<file path="config.mk">
export PLATFORM = sky130hd
export DESIGN_NAME = dsa_signature_verify
export DESIGN_NICKNAME = d
export VERILOG_FILES = /design/src/hdl/dsa_sv_pkg.sv /design/src/hdl/dsa_signature_verify.sv
export SDC_FILE = /design/constraint.sdc
export NUM_CORES = 2
export LEC_CHECK = 0
export ABC_AREA = 1
export BUFFER_PORTS_ARGS = -buffer_cell sky130_fd_sc_hd__buf_2
export CORE_MARGIN = 2
export CORE_UTILIZATION = 45
export CTS_BUF_LIST = sky130_fd_sc_hd__clkbuf_16
export CTS_CLUSTER_SIZE = 40
export DETAILED_ROUTE_END_ITERATION = 8
export MAX_ROUTING_LAYER = met4
export PLACE_DENSITY = 0.65
export SLEW_MARGIN = 20
export SYNTH_ARGS = -nofsm -noshare
export SYNTH_HDL_FRONTEND = slang
export SYNTH_SLANG_ARGS = --single-unit
</file>
<file path="constraint.sdc">
create_clock -name clk -period 15.1 [get_ports clk]
set_clock_uncertainty 0.15 [all_clocks]
set_input_delay 3.02 -clock clk [delete_from_list [all_inputs] [get_ports clk]]
set_output_delay 3.02 -clock clk [all_outputs]
set_load 0.05 [all_outputs]
</file>
<file path="src/hdl/dsa_sv_pkg.sv">
// Package with the shared constants and modular helpers of the signature checker.
package dsa_sv_pkg;

	localparam int WORD_W = 32;
	localparam int CNT_W = $clog2(WORD_W);

	localparam logic [WORD_W-1:0] HASH_KEY = WORD_W'(1234);

	// Reset values of the configuration registers.
	localparam logic [WORD_W-1:0] RST_PRIME = WORD_W'(13);
	localparam logic [WORD_W-1:0] RST_ORDER = WORD_W'(3);
	localparam logic [WORD_W-1:0] RST_GEN = WORD_W'(3);
	localparam logic [WORD_W-1:0] RST_KEY = WORD_W'(3);

	// Configuration register indexes.
	localparam logic [1:0] REG_PRIME = 2'd0;
	localparam logic [1:0] REG_ORDER = 2'd1;
	localparam logic [1:0] REG_GEN = 2'd2;
	localparam logic [1:0] REG_KEY = 2'd3;

	// (a + b) mod m for a, b below m.
	function automatic logic [WORD_W-1:0] add_mod(input logic [WORD_W-1:0] a,
			input logic [WORD_W-1:0] b, input logic [WORD_W-1:0] m);
		logic [WORD_W:0] sum;
		logic [WORD_W:0] red;
		sum = {1'b0, a} + {1'b0, b};
		red = sum - {1'b0, m};
		add_mod = (sum >= {1'b0, m}) ? red[WORD_W-1:0] : sum[WORD_W-1:0];
	endfunction

	// (a - b) mod m for a, b below m.
	function automatic logic [WORD_W-1:0] sub_mod(input logic [WORD_W-1:0] a,
			input logic [WORD_W-1:0] b, input logic [WORD_W-1:0] m);
		sub_mod = (a >= b) ? (a - b) : (a + (m - b));
	endfunction

endpackage

</file>
<file path="src/hdl/dsa_signature_verify.sv">
// Top level of the signature checker: configuration, sequencer and bit-serial modular unit.

// Each transfer on the input carries a message and a signature pair (r, s); the block
// answers with one result: verified, the computed v and a status bit that flags r or s
// equal to zero or not below q. The domain values p, q, g and the public key y must be
// written through the configuration port while the block is idle; the block itself does
// not enforce this. Divisions and modular products run on one bit-serial unit that does
// either a restoring division or a modular multiplication, one bit per cycle. An item
// takes one division and one product per extended Euclid step, then for each of the two
// exponentiations a reduction of the base, a squaring per exponent bit and a product
// when the bit is set, and small domains need fewer steps. A final product and a
// reduction mod q give v. A range error is answered without using the unit. Input is
// stalled until the result is in the output register.
module dsa_signature_verify (
	input  logic                         clk,
	input  logic                         arst_n,
	input  logic                         cfg_write,
	input  logic [1:0]                   cfg_index,
	input  logic [dsa_sv_pkg::WORD_W-1:0] cfg_data,
	input  logic                         in_valid,
	output logic                         in_stall,
	input  logic [dsa_sv_pkg::WORD_W-1:0] message,
	input  logic [dsa_sv_pkg::WORD_W-1:0] sig_r,
	input  logic [dsa_sv_pkg::WORD_W-1:0] sig_s,
	output logic                         out_valid,
	input  logic                         out_stall,
	output logic                         verified,
	output logic [dsa_sv_pkg::WORD_W-1:0] computed_v,
	output logic                         status
);

	localparam int W = dsa_sv_pkg::WORD_W;
	localparam int CW = dsa_sv_pkg::CNT_W;

	localparam logic [4:0] ST_IDLE     = 5'd0;
	localparam logic [4:0] ST_EU_TEST  = 5'd1;
	localparam logic [4:0] ST_EU_DIVGO = 5'd2;
	localparam logic [4:0] ST_EU_DIVW  = 5'd3;
	localparam logic [4:0] ST_EU_MULGO = 5'd4;
	localparam logic [4:0] ST_EU_MULW  = 5'd5;
	localparam logic [4:0] ST_U1_GO    = 5'd6;
	localparam logic [4:0] ST_U1_W     = 5'd7;
	localparam logic [4:0] ST_U2_GO    = 5'd8;
	localparam logic [4:0] ST_U2_W     = 5'd9;
	localparam logic [4:0] ST_PW_REDGO = 5'd10;
	localparam logic [4:0] ST_PW_REDW  = 5'd11;
	localparam logic [4:0] ST_PW_TEST  = 5'd12;
	localparam logic [4:0] ST_PW_MULGO = 5'd13;
	localparam logic [4:0] ST_PW_MULW  = 5'd14;
	localparam logic [4:0] ST_PW_SQGO  = 5'd15;
	localparam logic [4:0] ST_PW_SQW   = 5'd16;
	localparam logic [4:0] ST_V_GO     = 5'd17;
	localparam logic [4:0] ST_V_W      = 5'd18;
	localparam logic [4:0] ST_VR_GO    = 5'd19;
	localparam logic [4:0] ST_VR_W     = 5'd20;
	localparam logic [4:0] ST_OUT      = 5'd21;

	// Configuration registers.
	logic [W-1:0] prime_q, order_q, gen_q, key_q;

	always_ff @(posedge clk or negedge arst_n) begin
		if (!arst_n) begin
			prime_q <= dsa_sv_pkg::RST_PRIME;
			order_q <= dsa_sv_pkg::RST_ORDER;
			gen_q <= dsa_sv_pkg::RST_GEN;
			key_q <= dsa_sv_pkg::RST_KEY;
		end else if (cfg_write) begin
			unique case (cfg_index)
				dsa_sv_pkg::REG_PRIME: prime_q <= cfg_data;
				dsa_sv_pkg::REG_ORDER: order_q <= cfg_data;
				dsa_sv_pkg::REG_GEN:   gen_q <= cfg_data;
				dsa_sv_pkg::REG_KEY:   key_q <= cfg_data;
				default: ;
			endcase
		end
	end

	// A modulus p of zero behaves like one.
	logic [W-1:0] pm;
	assign pm = (prime_q == '0) ? W'(1) : prime_q;

	logic [4:0] state_q;
	logic in_xfer, range_err;
	assign in_stall = (state_q != ST_IDLE);
	assign in_xfer = in_valid && !in_stall;
	assign range_err = (sig_r == '0) || (sig_s == '0) || (sig_r >= order_q) ||
		(sig_s >= order_q);

	// Shared bit-serial unit: restoring division or double-and-add modular product.
	logic u_busy_q, u_div_q;
	logic [CW-1:0] u_cnt_q;
	logic [W-1:0] u_a_q, u_b_q, u_m_q, u_acc_q;
	logic l_go, l_div;
	logic [W-1:0] l_a, l_b, l_m;

	logic [W:0] rem_ext, rem_sub;
	logic rem_ge;
	logic [W-1:0] dbl, mac;
	assign rem_ext = {u_acc_q, u_b_q[W-1]};
	assign rem_ge = rem_ext >= {1'b0, u_a_q};
	assign rem_sub = rem_ext - {1'b0, u_a_q};
	assign dbl = dsa_sv_pkg::add_mod(u_acc_q, u_acc_q, u_m_q);
	assign mac = u_b_q[W-1] ? dsa_sv_pkg::add_mod(dbl, u_a_q, u_m_q) : dbl;

	always_ff @(posedge clk or negedge arst_n) begin
		if (!arst_n) begin
			u_busy_q <= 1'b0;
			u_div_q <= 1'b0;
			u_cnt_q <= '0;
		end else if (l_go) begin
			u_busy_q <= 1'b1;
			u_div_q <= l_div;
			u_cnt_q <= CW'(W - 1);
		end else if (u_busy_q) begin
			u_cnt_q <= u_cnt_q - CW'(1);
			if (u_cnt_q == '0) begin
				u_busy_q <= 1'b0;
			end
		end
	end

	always_ff @(posedge clk) begin
		if (l_go) begin
			u_a_q <= l_a;
			u_b_q <= l_b;
			u_m_q <= l_m;
			u_acc_q <= '0;
		end else if (u_busy_q) begin
			if (u_div_q) begin
				u_acc_q <= rem_ge ? rem_sub[W-1:0] : rem_ext[W-1:0];
				u_b_q <= {u_b_q[W-2:0], rem_ge};
			end else begin
				u_acc_q <= mac;
				u_b_q <= {u_b_q[W-2:0], 1'b0};
			end
		end
	end

	// Working registers of the sequencer.
	logic [W-1:0] old_r_q, r_q, old_t_q, t_q, quot_q;
	logic [W-1:0] hash_q, sr_q, u1_q, u2_q, base_q, res_q, exp_q, pow1_q, v_q;
	logic pw_q, err_q;

	// Operand selection for each issue state.
	always_comb begin
		l_go = 1'b0;
		l_div = 1'b0;
		l_a = u_acc_q;
		l_b = res_q;
		l_m = pm;
		unique case (state_q)
			ST_EU_DIVGO: begin
				l_go = 1'b1; l_div = 1'b1; l_a = r_q; l_b = old_r_q;
			end
			ST_EU_MULGO: begin
				l_go = 1'b1; l_a = t_q; l_b = quot_q; l_m = order_q;
			end
			ST_U1_GO: begin
				l_go = 1'b1; l_a = old_t_q; l_b = hash_q; l_m = order_q;
			end
			ST_U2_GO: begin
				l_go = 1'b1; l_a = old_t_q; l_b = sr_q; l_m = order_q;
			end
			ST_PW_REDGO: begin
				l_go = 1'b1; l_div = 1'b1; l_a = pm; l_b = pw_q ? key_q : gen_q;
			end
			ST_PW_MULGO: begin
				l_go = 1'b1; l_a = base_q; l_b = res_q;
			end
			ST_PW_SQGO: begin
				l_go = 1'b1; l_a = base_q; l_b = base_q;
			end
			ST_V_GO: begin
				l_go = 1'b1; l_a = pow1_q; l_b = res_q;
			end
			ST_VR_GO: begin
				l_go = 1'b1; l_div = 1'b1; l_a = order_q; l_b = u_acc_q;
			end
			default: ;
		endcase
	end

	// Sequencer state.
	always_ff @(posedge clk or negedge arst_n) begin
		if (!arst_n) begin
			state_q <= ST_IDLE;
		end else begin
			unique case (state_q)
				ST_IDLE:     if (in_xfer) state_q <= range_err ? ST_OUT : ST_EU_TEST;
				ST_EU_TEST:  state_q <= (r_q == '0) ? ST_U1_GO : ST_EU_DIVGO;
				ST_EU_DIVGO: state_q <= ST_EU_DIVW;
				ST_EU_DIVW:  if (!u_busy_q) state_q <= ST_EU_MULGO;
				ST_EU_MULGO: state_q <= ST_EU_MULW;
				ST_EU_MULW:  if (!u_busy_q) state_q <= ST_EU_TEST;
				ST_U1_GO:    state_q <= ST_U1_W;
				ST_U1_W:     if (!u_busy_q) state_q <= ST_U2_GO;
				ST_U2_GO:    state_q <= ST_U2_W;
				ST_U2_W:     if (!u_busy_q) state_q <= ST_PW_REDGO;
				ST_PW_REDGO: state_q <= ST_PW_REDW;
				ST_PW_REDW:  if (!u_busy_q) state_q <= ST_PW_TEST;
				ST_PW_TEST: begin
					if (exp_q == '0) begin
						state_q <= pw_q ? ST_V_GO : ST_PW_REDGO;
					end else begin
						state_q <= exp_q[0] ? ST_PW_MULGO : ST_PW_SQGO;
					end
				end
				ST_PW_MULGO: state_q <= ST_PW_MULW;
				ST_PW_MULW:  if (!u_busy_q) state_q <= ST_PW_SQGO;
				ST_PW_SQGO:  state_q <= ST_PW_SQW;
				ST_PW_SQW:   if (!u_busy_q) state_q <= ST_PW_TEST;
				ST_V_GO:     state_q <= ST_V_W;
				ST_V_W:      if (!u_busy_q) state_q <= ST_VR_GO;
				ST_VR_GO:    state_q <= ST_VR_W;
				ST_VR_W:     if (!u_busy_q) state_q <= ST_OUT;
				ST_OUT:      if (!out_valid || !out_stall) state_q <= ST_IDLE;
				default:     state_q <= ST_IDLE;
			endcase
		end
	end

	// Sequencer data path.
	always_ff @(posedge clk) begin
		unique case (state_q)
			ST_IDLE: begin
				if (in_xfer) begin
					err_q <= range_err;
					old_r_q <= order_q;
					r_q <= sig_s;
					old_t_q <= '0;
					t_q <= W'(1);
					hash_q <= message ^ dsa_sv_pkg::HASH_KEY;
					sr_q <= sig_r;
					pw_q <= 1'b0;
				end
			end
			ST_EU_DIVW: begin
				// Quotient and remainder are taken before the unit is reused.
				if (!u_busy_q) begin
					quot_q <= u_b_q;
					old_r_q <= r_q;
					r_q <= u_acc_q;
				end
			end
			ST_EU_MULW: begin
				if (!u_busy_q) begin
					old_t_q <= t_q;
					t_q <= dsa_sv_pkg::sub_mod(old_t_q, u_acc_q, order_q);
				end
			end
			ST_EU_DIVGO: begin
				// The remainder of old_r / r lands in the unit accumulator.
			end
			ST_U1_W: if (!u_busy_q) u1_q <= u_acc_q;
			ST_U2_W: if (!u_busy_q) u2_q <= u_acc_q;
			ST_PW_REDW: begin
				if (!u_busy_q) begin
					base_q <= u_acc_q;
					res_q <= (pm == W'(1)) ? '0 : W'(1);
					exp_q <= pw_q ? u2_q : u1_q;
				end
			end
			ST_PW_TEST: begin
				if (exp_q == '0 && !pw_q) begin
					pow1_q <= res_q;
					pw_q <= 1'b1;
				end
			end
			ST_PW_MULW: if (!u_busy_q) res_q <= u_acc_q;
			ST_PW_SQW: begin
				if (!u_busy_q) begin
					base_q <= u_acc_q;
					exp_q <= {1'b0, exp_q[W-1:1]};
				end
			end
			ST_VR_W: if (!u_busy_q) v_q <= u_acc_q;
			default: ;
		endcase
	end

	// Output register; a new result loads when the old one is gone or leaves now.
	logic load_out;
	assign load_out = (state_q == ST_OUT) && (!out_valid || !out_stall);

	always_ff @(posedge clk or negedge arst_n) begin
		if (!arst_n) begin
			out_valid <= 1'b0;
		end else if (load_out) begin
			out_valid <= 1'b1;
		end else if (!out_stall) begin
			out_valid <= 1'b0;
		end
	end

	always_ff @(posedge clk) begin
		if (load_out) begin
			status <= err_q;
			computed_v <= err_q ? '0 : v_q;
			verified <= !err_q && (v_q == sr_q);
		end
	end

	// Checks on the sequencer, the unit and the result.
	a_idle_unit_free: assert property (@(posedge clk) disable iff (!arst_n)
		(state_q == ST_IDLE) |-> !u_busy_q)
		else $error("arithmetic unit busy while idle");

	a_mul_acc_reduced: assert property (@(posedge clk) disable iff (!arst_n)
		(u_busy_q && !u_div_q && $past(l_go)) |-> (u_acc_q == '0))
		else $error("product accumulator not cleared at launch");

	a_err_result: assert property (@(posedge clk) disable iff (!arst_n)
		(out_valid && status) |-> (!verified && computed_v == '0))
		else $error("range error result carries a value");

	a_verified_nonzero: assert property (@(posedge clk) disable iff (!arst_n)
		(out_valid && verified) |-> (computed_v != '0 && !status))
		else $error("verified result with zero v");

	a_out_after_seq: assert property (@(posedge clk) disable iff (!arst_n)
		$rose(out_valid) |-> ($past(state_q) == ST_OUT))
		else $error("result appeared outside the output step");

endmodule
</file>
### Word-level counts from Yosys, hierarchy flattened

Cells that the tools add are included.

| word-level totals | value |
|---|---|
| output and inout port bits | 36 |
| bits in registers | 753 |
| bits of input ports | 135 |

| cells by class | value |
|---|---|
| bitwise operators | 2 |
| multiplexer cells | 61 |
| magnitude comparators | 6 |
| eq/ne operators | 40 |
| reduce and logical (&&, ||, !) cells | 51 |
| add/sub/neg operators | 9 |

Operators with widths:

| cell | number |
|---|---|
| 32-bit two-way mux | 23 |
| 32-bit case mux with 7 select lines | 2 |
| 32-bit case mux with 2 select lines | 6 |
| 32-bit zero test | 5 |
| 32-bit subtractor | 5 |
| 5-bit case mux with 21 select lines | 1 |
| 33-bit by 32-bit greater-or-equal comparator with 1-bit output | 3 |
| 32-bit greater-or-equal comparator | 3 |
| 5-bit two-way mux | 15 |
| 32-bit by 32-bit adder with 33-bit output | 2 |
| 5-bit by 4-bit == test with 1-bit output, second input constant | 8 |
| 32-bit adder | 1 |
| 32-bit by 1-bit == test with 1-bit output, second input constant | 1 |
| 32-bit == test | 1 |
| 5-bit == test, second input constant | 6 |
| 2-bit inequality test, second input constant | 12 |
| 2-bit AND reduction | 11 |
| 5-bit by 3-bit == test with 1-bit output, second input constant | 4 |
| 3-bit AND reduction | 5 |
| 2-bit nonzero test | 6 |
| 1-bit two-way mux | 11 |
| 5-bit by 2-bit == test with 1-bit output, second input constant | 2 |
| 5-bit zero test | 2 |
| 10-bit AND reduction | 1 |
| other kinds (18) | 33 |

### Logic depth before layout (Yosys ltp)

| logic depth | value |
|---|---|
| word-level depth | 8 |
| depth in mapped cells | 48 |
| mapped depth without buffers | 47 |

### Least setup slack after synthesis

No wires, ideal clock.

| timing | value |
|---|---|
| kind | in2reg |
| from | in in_valid |
| to | reg old_t_q[0], enable pin |
| buffers on the path | 0 |
| required time | 14375 ps |
| arrival time | 8246 ps |
| cell stages on the path | 4 |
| setup slack | 6129 ps |
| cells stage by stage | inv_1 > nor2_1 > inv_1 > o21ai_0 |

| between the ends | value |
|---|---|
| longest elaborated chain between the ends | 3 |

Ends and longest elaborated chain:

| item | line | RTL |
|---|---|---|
| start: declaration | dsa_signature_verify.sv:20 | `input logic in_valid,` |
| 1-bit logical AND | dsa_signature_verify.sv:85 | `assign in_xfer = in_valid && !in_stall;` |
| 2-bit inequality test (no source line) | - |  |
| 3-bit AND reduction (no source line) | - |  |
| end signal: assignment | dsa_signature_verify.sv:247 | `old_t_q <= t_q;` |
| end: declaration | dsa_signature_verify.sv:140 | `logic [W-1:0] old_r_q, r_q, old_t_q, t_q, quot_q;` |

Every way passes these cells.
A chain may end at the register's enable or synchronous reset.

### Final worst setup path

| timing | value |
|---|---|
| from | reg u_m_q[7] |
| to | reg u_acc_q[24] |

| between the ends | value |
|---|---|
| longest elaborated chain between the ends | 7 |

Ends and longest elaborated chain:

| item | line | RTL |
|---|---|---|
| start: declaration | dsa_signature_verify.sv:92 | `logic [W-1:0] u_a_q, u_b_q, u_m_q, u_acc_q;` |
| start signal: assignment | dsa_signature_verify.sv:126 | `u_m_q <= l_m;` |
| 32-bit subtractor / 33-bit by 32-bit greater-or-equal comparator with 1-bit output (equally long branches) | dsa_sv_pkg.sv:27, dsa_sv_pkg.sv:28 |  |
| 32-bit two-way mux | dsa_sv_pkg.sv:28 | `add_mod = (sum >= {1'b0, m}) ? red[WORD_W-1:0] : sum[WORD_W-1:0];` |
| 32-bit by 32-bit adder with 33-bit output | dsa_sv_pkg.sv:26 | `sum = {1'b0, a} + {1'b0, b};` |
| 32-bit subtractor / 33-bit by 32-bit greater-or-equal comparator with 1-bit output (equally long branches) | dsa_sv_pkg.sv:27, dsa_sv_pkg.sv:28 |  |
| 32-bit two-way mux | dsa_sv_pkg.sv:28 |  |
| 32-bit two-way mux (*) | dsa_signature_verify.sv:103 | `assign mac = u_b_q[W-1] ? dsa_sv_pkg::add_mod(dbl, u_a_q, u_m_q) : dbl;` |
| 32-bit two-way mux (*) | dsa_signature_verify.sv:129 | `if (u_div_q) begin` |
| end signal: assignment | dsa_signature_verify.sv:130 | `u_acc_q <= rem_ge ? rem_sub[W-1:0] : rem_ext[W-1:0];` |
| end signal: assignment | dsa_signature_verify.sv:133 | `u_acc_q <= mac;` |
| end: declaration | dsa_signature_verify.sv:92 |  |

Every way passes the cells marked *; elsewhere a longest branch is shown, timed or not.

==> results.cfg <==
[final_layout]
final_util_pct = 50.6
fin_nets = 6496
drive_above_1_share_pct = 7.18
finalNonFillerCells = 7540
syn_to_final_growth_pct = 11.7
num-fill-cells = 10237

[floorplan]
rows = 119
die_w_um = 330
design.core.area_um2 = 105000
dieHeight_um = 330
dieArea_um2 = 109000
num_io_pins = 171
start_util_pct = 45.3

[sta]
slew_viol_final = 0
fmax_mhz = 109
rsz0062_at_grt = false
fin_crit_ns = 9.15
setup_viol = 0
fin_crit_sh_pct = 60.6
worst_pin_slew_ns = 1.26
hold_viol = 0
slew_headroom_pct = 14.8
worst_slack_ns = 5.95
setup_tns_ns = 0

[critical_path]
rr_startpoint = u_m_q[7]
worstSetupEndpointType = register
crit_top_cell = nand2_1
arrival_ns = 9.55
ff2ff_path_depth = 39
path_class = register to register
regToRegSetupSlack_ns = 5.95
cp.required_ns = 15.49
crit_path_max_fanout = 46
critPathSlowestCell = nand2_1
r2r-end = u_acc_q[24]
max_stage_delay_ns = 0.65
startpoint_type = register

[synth]
synth_cell_types = 53
synth_cells = 5901
syn_nets = 6329
syn_area_um2 = 47700
synth_area_leaders = edfxtp_1 (36%), nand2_1 (12%), dfrtp_1 (6.9%)
yosysMostFrequentCell = nand2_1
ys_async_sr_fraction_pct = 18.7
ys_seq_elements = 753
postSynthAreaPerCell_um2 = 8.09
yosysSeqAreaShare_pct = 45.2
synth_top_area_cell = edfxtp_1
yosysWarningCount = 0
synth_top_area_share_pct = 36.5
synth_edf_count = 580
ys.flop_type = edfxtp_1
synthTopCellsByCount = nand2_1 (1531), inv_1 (779), edfxtp_1 (580)

[route]
antenna_left = 0
wl_per_cell_um = 28.8
drtIter0Drc = 6340
wl_met2_um = 95700
top_layer_used = met4
wirelength_um = 217000
drc = 0
drt_pass1_iterations = 8
met3_length_um = 21900
vias = 45333
viasPerCell = 6.01
wl_met1_um = 80300

[min_path]
hold_end = pow1_q[14]
whs_path_depth = 0
min_path_type = register to register
worstHoldStart = res_q[14]

[global_route]
grt_pass1_vias = 42807
grt_max_degree = 77
grt_pass1_wl_um = 305000
gr-total-overflow = 0
grt_antenna_before_repair = 24
grt_use_total_pct = 40.8

[clocking]
cts_buffers = 84
clk_path_buf_depth = 3
insertion_delay_ns = 0.73
path_clk_slew_ns = 0.06
postCtsHoldBufs = 0
ctsResizeCount = 0
cts_tree = yes
cts_sinks = 753
post_cts_buffers = 0
clock-root-buffer = clkbuf_16
h-tree-depth = 3

[pwr]
p_per_area_nw_per_um2 = 92.9
p_leak_nw = 23.4
vdd_drop_max_mv = 0.123
p_total_mw = 4.95

[placement]
place.gp.congestion = 1.07
dp_hpwl_um = 165000
dp_slack_ns = 6.28
dp.cells = 7371
io_buffers = 170

[run_status]
status = complete, no violations

[flow_run]
cap_violations = 0
==> stage by stage <==
step	instance area (µm²)	hold slack, ns
floorplan	47700	0.271
global placement	50400	0.273
detailed placement	50500	0.276
CTS	53300	0.290
global route	53300	0.295
finish	53300	0.290
==> cell type report <==
cell class	instances	area [µm²]	area share (%)
inverter	799	3000	5.63
timing repair buffer	265	1600	3.01
clock inverter	74	694	1.30
multi-input combinational	4165	22500	42.3
clock buffer	84	2100	3.94
antenna	9	22.5	0.0422
sequential	753	21600	40.5
tap	1391	1740	3.26
==> power by group <==
group	switching [mW]	internal (mW)
clock network	0.938	1.17
logic	0.369	0.161
registers	0.0485	2.27
total	1.36	3.60
==> how the worst max path moves through the flow <==
| stage | endpoint | start | slack (ns) |
|---|---|---|---|
| after floorplan | old_t_q[0] | in_valid | 6.13 |
| after global placement | u_acc_q[24] | u_m_q[7] | 6.40 |
| after detailed placement | u_acc_q[23] | u_m_q[7] | 6.28 |
| after CTS | u_acc_q[23] | u_m_q[7] | 6.24 |
| after global routing | u_acc_q[20] | u_m_q[4] | 5.34 |
| final | u_acc_q[24] | u_m_q[7] | 5.95 |
==> kinds of logic after synthesis <==
kind of cell | synth area share [%]
flip-flops | 45.2
AO/OA/AOI/OAI | 13.5
XOR/XNOR | 2.48
adder cells (fa/ha/maj) | 8.25
buffers and inverters | 7.81
AND/OR/NAND/NOR | 22.7
==> placed cells by master (no fill, tap or decap), drive strengths merged, types with 105 or more instances in the layout <==
master,instances
a21oi,312
a221oi,105
buf,265
dfrtp,132
edfxtp,580
ha,257
inv,803
nand2,1532
nand3,346
nor2,533
o21ai,478
==> worst max-delay path: cells and delay by family, from the launching register on <==
kind / cells / cell delay (ns)
fa+ha+maj: 3 / 1.13
simple gates: 25 / 4.07
flops: 1 / 0.39
compound gates: 4 / 1.06
buf+inv: 7 / 2.15
==> metal layers <==
layer  up-vias  GRT usage [%]
met5         -              -
met4         0           28.3
li1      20309              -
met2      2809           61.6
met3       720           7.78
met1     21495           49.3
No activity file was read; power rests on OpenSTA's default activity.
